[config.mk]
export PLATFORM = sky130hd
export DESIGN_NAME = tccm_scan
export DESIGN_NICKNAME = d
export VERILOG_FILES = /design/src/tile_chunk_cache_manager_unit_macros.svh /design/src/tccm_pkg.sv /design/src/tccm_scan.sv
export SDC_FILE = /design/constraint.sdc
export NUM_CORES = 1
export LEC_CHECK = 0
export ABC_CLOCK_PERIOD_IN_PS = 20700
export BUFFER_PORTS_ARGS = -buffer_cell sky130_fd_sc_hd__buf_2
export CELL_PAD_IN_SITES_DETAIL_PLACEMENT = 1
export CELL_PAD_IN_SITES_GLOBAL_PLACEMENT = 1
export CORE_MARGIN = 3
export CORE_UTILIZATION = 40
export DETAILED_ROUTE_END_ITERATION = 6
export PLACE_DENSITY_LB_ADDON = 0.1
export SKIP_LAST_GASP = 1
export SYNTH_ARGS = -nofsm -noshare
export SYNTH_HDL_FRONTEND = slang
export SYNTH_SLANG_ARGS = --single-unit
[constraint.sdc]
create_clock -name i_clk -period 20.7 [get_ports i_clk]
set_clock_uncertainty 0.1 [all_clocks]
set_input_delay 0 -clock i_clk [delete_from_list [all_inputs] [get_ports i_clk]]
set_output_delay 0 -clock i_clk [all_outputs]
set_load 0.01 [all_outputs]
[src/tile_chunk_cache_manager_unit_macros.svh]
// assertion macros for the tile chunk cache manager
// used by the rtl files that carry concurrent checks
`ifndef TILE_CHUNK_CACHE_MANAGER_UNIT_MACROS_SVH
`define TILE_CHUNK_CACHE_MANAGER_UNIT_MACROS_SVH

`ifndef ASSERT_OFF
// check that holds only outside reset
`define TCCM_ASSERT(lbl, clk, rstn, prop, msg) \
    lbl: assert property (@(posedge clk) disable iff (!rstn) prop) else $error(msg);
// check that also holds during reset
`define TCCM_ASSERT_ALWAYS(lbl, clk, prop, msg) \
    lbl: assert property (@(posedge clk) prop) else $error(msg);
`else
`define TCCM_ASSERT(lbl, clk, rstn, prop, msg)
`define TCCM_ASSERT_ALWAYS(lbl, clk, prop, msg)
`endif

`endif

[src/tccm_pkg.sv]
// shared constants and types for the tile chunk cache manager
// no dependencies
package tccm_pkg;

    localparam int ENTRY_COUNT_DEF = 36;
    localparam int MODE_W = 2;
    localparam int GEN_W  = 32;
    localparam int SEQ_W  = 64;
    localparam int COORD_W = 16;
    localparam int TAG_W  = 32;
    localparam int SIG_W  = 64;
    localparam int SLOT_W = 6;
    localparam int CNT_W  = 6;

    localparam logic [MODE_W-1:0] MODE_BEGIN = 2'd0;
    localparam logic [MODE_W-1:0] MODE_REQ   = 2'd1;
    localparam logic [MODE_W-1:0] MODE_END   = 2'd2;

    typedef struct packed {
        logic [TAG_W-1:0] tag;
        logic [SIG_W-1:0] sig;
        logic [SEQ_W-1:0] seen;
    } t_entry;

    typedef struct packed {
        logic [MODE_W-1:0]         mode;
        logic [GEN_W-1:0]          map_generation;
        logic [GEN_W-1:0]          rules_generation;
        logic [SEQ_W-1:0]          sequence_req;
        logic signed [COORD_W-1:0] chunk_x;
        logic signed [COORD_W-1:0] chunk_y;
        logic [SIG_W-1:0]          content_signature;
        logic                      force_dirty;
    } t_item;

    // outcome of one lookup scan
    typedef struct packed {
        logic hit;
        logic none;
    } t_scan_flags;

endpackage

[src/tccm_scan.sv]
// lookup scan: walks the entry store once, tracking the first tag hit,
// the first free slot and the oldest inactive slot; depends on tccm_pkg
module tccm_scan #(
    parameter int ENTRY_COUNT = tccm_pkg::ENTRY_COUNT_DEF,
    localparam int IW = $clog2(ENTRY_COUNT)
) (
    input  logic                      i_clk,
    input  logic                      i_rst_n,
    input  logic                      i_start,
    input  logic [tccm_pkg::TAG_W-1:0] i_tag,
    input  logic [ENTRY_COUNT-1:0]    i_valid,
    input  logic [ENTRY_COUNT-1:0]    i_active,
    output logic                      o_rd_en,
    output logic [IW-1:0]             o_rd_addr,
    input  tccm_pkg::t_entry          i_rd_data,
    output logic                      o_done,
    output tccm_pkg::t_scan_flags     o_flags,
    output logic [IW-1:0]             o_found_idx,
    output logic [tccm_pkg::SIG_W-1:0] o_hit_sig
);
    import tccm_pkg::*;

    localparam logic [IW-1:0] LAST_IDX = IW'(ENTRY_COUNT - 1);

    logic            r_issuing;
    logic [IW-1:0]   r_ridx;
    logic            r_cv;
    logic            r_clast;
    logic [IW-1:0]   r_cidx;
    logic            r_done;

    logic            r_hit;
    logic [IW-1:0]   r_hit_idx;
    logic [SIG_W-1:0] r_hit_sig;
    logic            r_free;
    logic [IW-1:0]   r_free_idx;
    logic            r_old;
    logic [IW-1:0]   r_old_idx;
    logic [SEQ_W-1:0] r_old_seen;

    logic            c_v;
    logic            c_a;

    assign o_rd_en   = r_issuing;
    assign o_rd_addr = r_ridx;
    assign c_v = i_valid[r_cidx];
    assign c_a = i_active[r_cidx];

    // address issue and compare stage control
    always_ff @(posedge i_clk) begin
        if (!i_rst_n) begin
            r_issuing <= 1'b0;
            r_ridx    <= '0;
            r_cv      <= 1'b0;
            r_clast   <= 1'b0;
            r_done    <= 1'b0;
        end else begin
            r_cv    <= r_issuing;
            r_clast <= r_issuing && (r_ridx == LAST_IDX);
            r_done  <= r_cv && r_clast;
            if (i_start) begin
                r_issuing <= 1'b1;
                r_ridx    <= '0;
            end else if (r_issuing) begin
                if (r_ridx == LAST_IDX) begin
                    r_issuing <= 1'b0;
                end else begin
                    r_ridx <= r_ridx + IW'(1);
                end
            end
        end
    end

    always_ff @(posedge i_clk) begin
        r_cidx <= r_ridx;
    end

    // trackers
    always_ff @(posedge i_clk) begin
        if (!i_rst_n) begin
            r_hit  <= 1'b0;
            r_free <= 1'b0;
            r_old  <= 1'b0;
        end else if (i_start) begin
            r_hit  <= 1'b0;
            r_free <= 1'b0;
            r_old  <= 1'b0;
        end else if (r_cv) begin
            if (c_v && (i_rd_data.tag == i_tag) && !r_hit) begin
                r_hit     <= 1'b1;
                r_hit_idx <= r_cidx;
                r_hit_sig <= i_rd_data.sig;
            end
            if (!c_v && !r_free) begin
                r_free     <= 1'b1;
                r_free_idx <= r_cidx;
            end
            // strict compare keeps the lowest slot on a tie
            if (c_v && !c_a && (!r_old || (i_rd_data.seen < r_old_seen))) begin
                r_old      <= 1'b1;
                r_old_idx  <= r_cidx;
                r_old_seen <= i_rd_data.seen;
            end
        end
    end

    always_comb begin
        o_flags.hit  = r_hit;
        o_flags.none = !r_hit && !r_free && !r_old;
        if (r_hit) begin
            o_found_idx = r_hit_idx;
        end else if (r_free) begin
            o_found_idx = r_free_idx;
        end else begin
            o_found_idx = r_old_idx;
        end
    end

    assign o_hit_sig = r_hit_sig;
    assign o_done    = r_done;

endmodule

---- After elaboration in Yosys (flattened, before gate mapping) ----
Index checks and enable logic that the tools add are counted.
operators by class
  $add $sub $neg .......................... 1
  order comparisons ....................... 2
  equality and inequality tests ........... 2
  muxes and demuxes ....................... 9
  bitwise gates (word level) .............. 3
  reductions and logical operators ........ 23
operators with widths
  cell                 number
  $lt 64x64->1         1
  $eq 32x32->1         1
  $bmux 1 s6           2
  $mux 6               2
  $reduce_and 4->1     3
  $logic_and 1x1->1    9
  $reduce_and 2->1     4
  $lt 6x7->1 const B   1
  $add 6x1->6 const B  1
  $eq 6x6->1 const B   1
  $logic_not 1->1      5
  $mux 1               5
  $not 1->1            3
  $reduce_or 2->1      1
  $logic_or 1x1->1     1
word-level totals
  register bits ........................... 165
  input port bits ......................... 267

---- Longest topological paths before layout ----
Gate-level depths: netlist of run 1.
  depth in word-level cells ............... 6
  gate-level depth with buffers ........... 8
  mapped depth without buffers ............ 8

---- Worst setup path before layout of run 1 ----
OpenSTA, ideal clock, no wires.
  path kind ............................... register to register
  start point ............................. register r_cidx[0]
  end point ............................... register r_old_idx[0] (enable)
  setup time .............................. 585 ps
  arrival time ............................ 6571 ps
  data required time ...................... 20015 ps
  slack ................................... 13444 ps
  stages on the path, launching flop included .. 9
  path buffers ............................ 2
  period minus slack after synthesis ...... 7256 ps
  cell sequence ........................... dfxtp_1 buf_6 buf_2 mux4_2 mux2i_1 nor4_1 a31oi_1 o2111ai_1 nor3_1
on the way
  word-level cells in the longest chain between the ends .. 6
  elaborated cells between the ends (all ways) .. 8
  classes of those cells .................. mux: 4; reduce/logical: 4
ends and longest elaborated chain
  item                                   RTL line          RTL
  from (decl)                            tccm_scan.sv:29   logic [IW-1:0] r_cidx;
  from (signal assigned)                 tccm_scan.sv:75   r_cidx <= r_ridx;
  $bmux 1 s6                             tccm_scan.sv:47   assign c_a = i_active[r_cidx];
  $mux 1 (implied by the code)           tccm_scan.sv:47
  $logic_not 1->1                        tccm_scan.sv:99   if (c_v && !c_a && (!r_old || (i_rd_data.seen < r_old_seen))) begin
  $logic_and 1x1->1 (*) (2 in series)    tccm_scan.sv:99
  $reduce_and 4->1 (no source line) (*)  -
  to (signal assigned)                   tccm_scan.sv:101  r_old_idx <= r_cidx;
  to (decl)                              tccm_scan.sv:38   logic [IW-1:0] r_old_idx;
Mark *: on every way between the ends. The rest lies on a longest branch, timed or not. The select of a mux whose other input is x is not followed.
A chain may end at the register's enable or synchronous reset.

---- Worst setup path after layout of run 1 ----
  start point ............................. register r_cidx[0]
  end point ............................... register r_old_seen[43] (enable)
on the way
  word-level cells in the longest chain between the ends .. 6
  elaborated cells between the ends (all ways) .. 8
  classes of those cells .................. mux: 4; reduce/logical: 4
ends and longest elaborated chain
  item                                   RTL line          RTL
  $bmux 1 s6                             tccm_scan.sv:47
  $mux 1 (implied by the code)           tccm_scan.sv:47
  $logic_not 1->1                        tccm_scan.sv:99
  $logic_and 1x1->1 (*) (2 in series)    tccm_scan.sv:99
  $reduce_and 4->1 (no source line) (*)  -
  to (signal assigned)                   tccm_scan.sv:102  r_old_seen <= i_rd_data.seen;
  to (decl)                              tccm_scan.sv:39   logic [SEQ_W-1:0] r_old_seen;
Marks and branches as above.

==> results of run 1 <==
what timing repair did:
| item | in CTS | in global routing |
|---|---|---|
| endpoints found under the hold margin | 140 | 0 |
| hold buffers | 131 | 0 |
| buffers inserted | 0 | 0 |
through the flow:
step	instances	setup slack, ns	hold WS (ns)	cell area [sq um]
2_1_floorplan	543	13.44	-0.001131	7700
3_3_place_gp	1141	16.61	0.07770	9711
3_5_place_dp	1141	16.31	0.07841	9711
4_1_cts	1304	16.29	0.1660	11640
5_1_grt	1306	15.96	0.1731	11640
6_report	1306	16.34	0.1821	11640
cell usage in the layout, fill, tap and decap left out, types with 10 or more instances in the layout:
cell type,instances
nand2_1,31
ha_1,64
nand4_1,16
a21oi_1,22
edfxtp_1,146
xor2_1,21
dlygate4sd3_1,131
dfxtp_1,19
mux4_2,17
nor2_1,10
mux2i_1,10
buf_2,346
xnor2_1,16
o21ai_0,14
clkbuf_16,17
inv_1,68
worst paths after layout:
kind	slack, ns	cells past startpoint	start	endpoint
worst max-delay path	16.34	7	r_cidx[0]$_DFF_P_	r_old_seen[43]$_DFFE_PP_
worst min-delay path	0.18	2	i_rd_data[126]	o_hit_sig[62]$_DFFE_PP_
worst max register to register	16.34	7	r_cidx[0]$_DFF_P_	r_old_seen[43]$_DFFE_PP_
worst min register to register	0.32	0	o_rd_addr[1]$_SDFFE_PP0P_	r_cidx[1]$_DFF_P_
state kept, by name (all words and copies together) (netlist names):
signal	count
r_free_idx	6
r_old	1
r_clast	1
r_hit	1
o_rd_addr	6
r_free	1
r_cv	1
r_old_seen	64
r_cidx	6
o_done	1
r_old_idx	6
r_hit_idx	6
o_hit_sig	64
o_rd_en	1
power breakdown:
part | switching, uW | total [uW] | leakage [uW] | internal (uW)
combinational | 31.5 | 81.6 | 0.00335 | 50.1
clock | 143 | 336 | 0.000302 | 193
sequential | 1.88 | 364 | 0.00148 | 363
layer usage:
layer | part of all wire [%] | track usage, %
met2 | 55 | 47.72
met1 | 37 | 27.15
met4 | 1.6 | 6.038
met3 | 6.6 | 6.934
met5 | 0 | 0
critical path, cell delays in order (launching register included):
cell and delay (ns):
dfxtp_1 1.08, mux4_2 0.38, nand2_1 0.06, a32oi_1 0.24, nor4b_1 0.46, o2111ai_1 0.30, nor3_2 0.50, buf_4 0.76
cell families (layout without fill, tap and decap cells):
kind of cell | after synthesis | count (layout) | synth area share (%)
AO/OA/AOI/OAI | 70 | 70 | 5.899
XOR/XNOR | 37 | 37 | 4.209
adder cells (fa/ha/maj) | 64 | 64 | 10.40
buffers and inverters | 77 | 578 | 4.079
flip-flops | 165 | 165 | 61.88
multiplexers | 29 | 29 | 6.565
other | 0 | 2 | 0
AND/OR/NAND/NOR | 101 | 101 | 6.971
cell type report:
cell class / instances / area [sq um] / area share, %
repair buffers: 478 / 3050 / 26.20
flip-flops and latches: 165 / 4765 / 40.92
inverters: 68 / 255.2 / 2.192
clock buffers: 17 / 425.4 / 3.654
diodes: 2 / 5.005 / 0.04298
multi-input cells: 301 / 2626 / 22.56
well taps: 260 / 325.3 / 2.794
clock inverters: 15 / 191.4 / 1.644
==> impl_metrics.json, run 1 <==
{
  "status": "completed",
  "leakage_uw": 0.005124,
  "nets": 1362,
  "final_hold_viol_count": 0,
  "track_usage_pct": 24.97,
  "synth_most_common_cell": "edfxtp_1",
  "die-area_sq_um": 20950,
  "rows": 50,
  "numCtsBuffers": 17,
  "rsz0062_at_grt": "no",
  "netlist.area_leader.share_pct": 56.94,
  "numPortBuffers": 346,
  "min_period_over_period_pct": 21.05,
  "ys_top_cells_by_count": "edfxtp_1 (146), inv_1 (68), ha_1 (64)",
  "drive_gt1_share_pct": 38.41,
  "synth_async_sr_flop_share_pct": 0,
  "min_path_type": "primary input to register",
  "critPathKind": "register to register",
  "n_fill_cell": 1975,
  "drtPass1Iterations": 4,
  "vias": 6420,
  "worst_skew_pair.late_latency_ns": 0.42,
  "drc_errors": 0,
  "finalSetupViolations": 0,
  "h-tree-depth": 4,
  "place_hpwl_um": 18570,
  "post-synth-top-area-cell": "edfxtp_1",
  "clock-sinks": 165,
  "yosysSeqAreaShare_pct": 61.88,
  "relSlewSlack_pct": 23.14,
  "grt_max_degree": 72,
  "wl_um": 26630,
  "cp.arrival_ns": 4.30,
  "fin_util_pct": 61.83,
  "final_max_slew_viol_count": 0,
  "cts_resized": 0,
  "antenna_found_initial": 2,
  "ys_types": 50,
  "cp-start-kind": "register",
  "path_clk_slew_ns": 0.08,
  "maxCapViolCount": 0,
  "synth_cells": 543,
  "synth.avg_cell_area_sq_um": 14.18,
  "place_congestion": 0.9163,
  "viasPerCell": 4.916,
  "ys_seq_elements": 165,
  "start_util_pct": 40.89,
  "cts_tree": "built",
  "synth_warnings": 0,
  "cp.required_ns": 20.64,
  "core_sq_um": 18830,
  "peakVddDrop_uv": 57.64,
  "fmax_mhz": 229.5,
  "ios": 347,
  "worstMarginPinSlew_ns": 1.151,
  "drtIter0Drc": 246,
  "cts-root-buf": "clkbuf_16",
  "total_power_uw": 782.2,
  "end_kind": "register",
  "min_period_ns": 4.358,
  "die_w_um": 144.7,
  "dominantRegCellSynth": "edfxtp_1",
  "ant_nets": 0,
  "gr-total-overflow": 0,
  "cts_buffer_depth": 2,
  "tns_ns": 0,
  "wl_per_cell_um": 20.39,
  "grt_pass1_vias": 7201,
  "synth_area_sq_um": 7700,
  "dieHeight_um": 144.7,
  "area_delta_synth_final_pct": 51.22,
  "synth_fp_nets": 874,
  "synth_edf_count": 146,
  "powerDensity_nw_per_um2": 67.18,
  "grt_pass1_wl_um": 39140,
  "netlist_top_cells_area": "edfxtp_1 (57%), ha_1 (10%), mux4_2 (5.0%)",
  "crit_fanout": 65
}
Note: power is estimated with default switching activity, not from simulation.
==> inputs of run 2 (changes only) <==
Settings changed: ABC_CLOCK_PERIOD_IN_PS 20700 to 4340, CORE_UTILIZATION 40 to 37.
Clock period 20.7 ns to 4.34 ns, I/O delays scaled along.
==> impl_metrics.json, run 2 (synthesis results as in run 1) <==
{
  "ant_nets": 0,
  "cts_buffer_depth": 2,
  "drtPass1Iterations": 4,
  "core_sq_um": 20360,
  "p_sw_uw": 834.5,
  "vias": 6362,
  "cts-root-buf": "clkbuf_16",
  "maxCapViolCount": 0,
  "cp.arrival_ns": 3.45,
  "min_path_type": "primary input to register",
  "dieHeight_um": 150.3,
  "worst_skew_pair.late_latency_ns": 0.43,
  "crit_fanout": 38,
  "rsz0062_at_grt": "no",
  "hold_buffers": 131,
  "cp.required_ns": 4.30,
  "max_stage_delay_ns": 0.68,
  "final_max_slew_viol_count": 0,
  "finalSetupViolations": 0,
  "grt_max_degree": 72,
  "post_cts_buffers": 0,
  "nets": 1365,
  "drtIter0Drc": 209,
  "status": "completed",
  "clkPwrFrac_pct": 42.0,
  "numCtsBuffers": 17,
  "n_fill_cell": 2175,
  "h-tree-depth": 4,
  "final_cell_mix": "buf_2 (346), edfxtp_1 (146), dlygate4sd3_1 (131)",
  "drive_gt1_share_pct": 38.49,
  "leakage_uw": 0.005123,
  "ios": 347,
  "hold_slack_ns": 0.1834,
  "clock-sinks": 165,
  "min_period_ns": 3.487,
  "die-area_sq_um": 22580,
  "path_clk_slew_ns": 0.07,
  "cp-start-kind": "register",
  "relSlewSlack_pct": 32.29,
  "tns_ns": 0,
  "p_int_uw": 2833,
  "wl_per_cell_um": 19.71,
  "gr-total-overflow": 0,
  "layout.cells.most_common": "buf_2",
  "pwr-share-comb_pct": 10.7,
  "cts_tree": "built",
  "peakVddDrop_uv": 182.7,
  "cts_resized": 0,
  "p_sw_share_pct": 22.76,
  "drc_errors": 0,
  "place_hpwl_um": 18200,
  "end_kind": "register",
  "numPortBuffers": 346,
  "grt_pass1_wl_um": 39050,
  "place_congestion": 0.8804,
  "die_w_um": 150.3,
  "viasPerCell": 4.809,
  "powerDensity_nw_per_um2": 314.3,
  "worstMarginPinSlew_ns": 1.016,
  "min_period_over_period_pct": 80.36,
  "start_util_pct": 37.81,
  "final_hold_viol_count": 0,
  "track_usage_pct": 22.86,
  "rows": 52,
  "grt_pass1_vias": 7391,
  "p_seq_share_pct": 47.3,
  "fmax_mhz": 286.7,
  "slowest_stage": "dfxtp_1",
  "crit_path_cell_trace": "inv_1 > o41ai_1 > a211oi_1 > nor4b_1 > o2111ai_1 > nor3_4 > buf_4",
  "area_delta_synth_final_pct": 51.54,
  "antenna_found_initial": 5,
  "wl_um": 26080,
  "critPathKind": "register to register"
}
==> run 2: cell types whose count changed in the layout (fill, tap and decap cells not counted) <==
cell       delta
buf_4         +3
nor3_2        -1
bufinv_16     -1
clkinv_4      -2
clkinv_1      +1
inv_6         +2
diode_2       +4
nor3_4        +1
==> run 2: final cells by class <==
type | count | area [sq um] | share of cell area (%)
Antenna cell | 6 | 15.01 | 0.1287
Clock inverter | 15 | 165.2 | 1.415
Tap cell | 270 | 337.8 | 2.895
Multi-Input combinational cell | 301 | 2633 | 22.56
Timing Repair Buffer | 481 | 3073 | 26.33
Clock buffer | 17 | 425.4 | 3.646
Sequential cell | 165 | 4765 | 40.83
Inverter | 68 | 255.2 | 2.187
==> run 2: metrics by stage <==
step	power, uW	area [sq um]	util [%]	std cells	setup WS, ns
final	3667	11670	57.30	1323	0.8526
after global routing	3801	11670	57.29	1322	0.5677
after CTS	3672	11650	57.23	1317	0.8383
after detailed placement	2060	9752	47.89	1154	0.8468
after global placement	2045	9752	47.89	1154	1.000
after floorplan	1885	7711	-	543	0.2391
==> run 2: worst paths after layout <==
path,start,end,slack (ns),cells past startpoint
min reg2reg,o_rd_addr[1]$_SDFFE_PP0P_,r_cidx[1]$_DFF_P_,0.31,0
max reg2reg,r_cidx[3]$_DFF_P_,r_old_seen[49]$_DFFE_PP_,0.85,7
max,r_cidx[3]$_DFF_P_,r_old_seen[49]$_DFFE_PP_,0.85,7
min,i_rd_data[97],o_hit_sig[33]$_DFFE_PP_,0.18,2
==> run 2: routing by layer <==
layer	global-route usage, %	vias to the layer above	wire (um)
met5	0	-	0
met4	9.515	0	994
met3	4.455	50	1216
met2	44.94	270	14790
met1	23.24	3019	9082
li1	-	3023	-
==> run 2: power by group through the flow <==
stage	clock network (uW)	logic (uW)	registers [uW]
2_1_floorplan	0	117	1770
3_3_place_gp	0	275	1770
3_5_place_dp	0	289	1770
4_1_cts	1550	389	1740
5_1_grt	1640	430	1740
6_report	1540	392	1740
==> run 2: worst max-delay path, delay by kind of cell, from the launching register on <==
kind,cells,cell delay [ns]
flip-flops,1,0.68
buffers and inverters,2,0.74
AND/OR/NAND/NOR,2,0.71
AO/OA/AOI/OAI,3,0.85
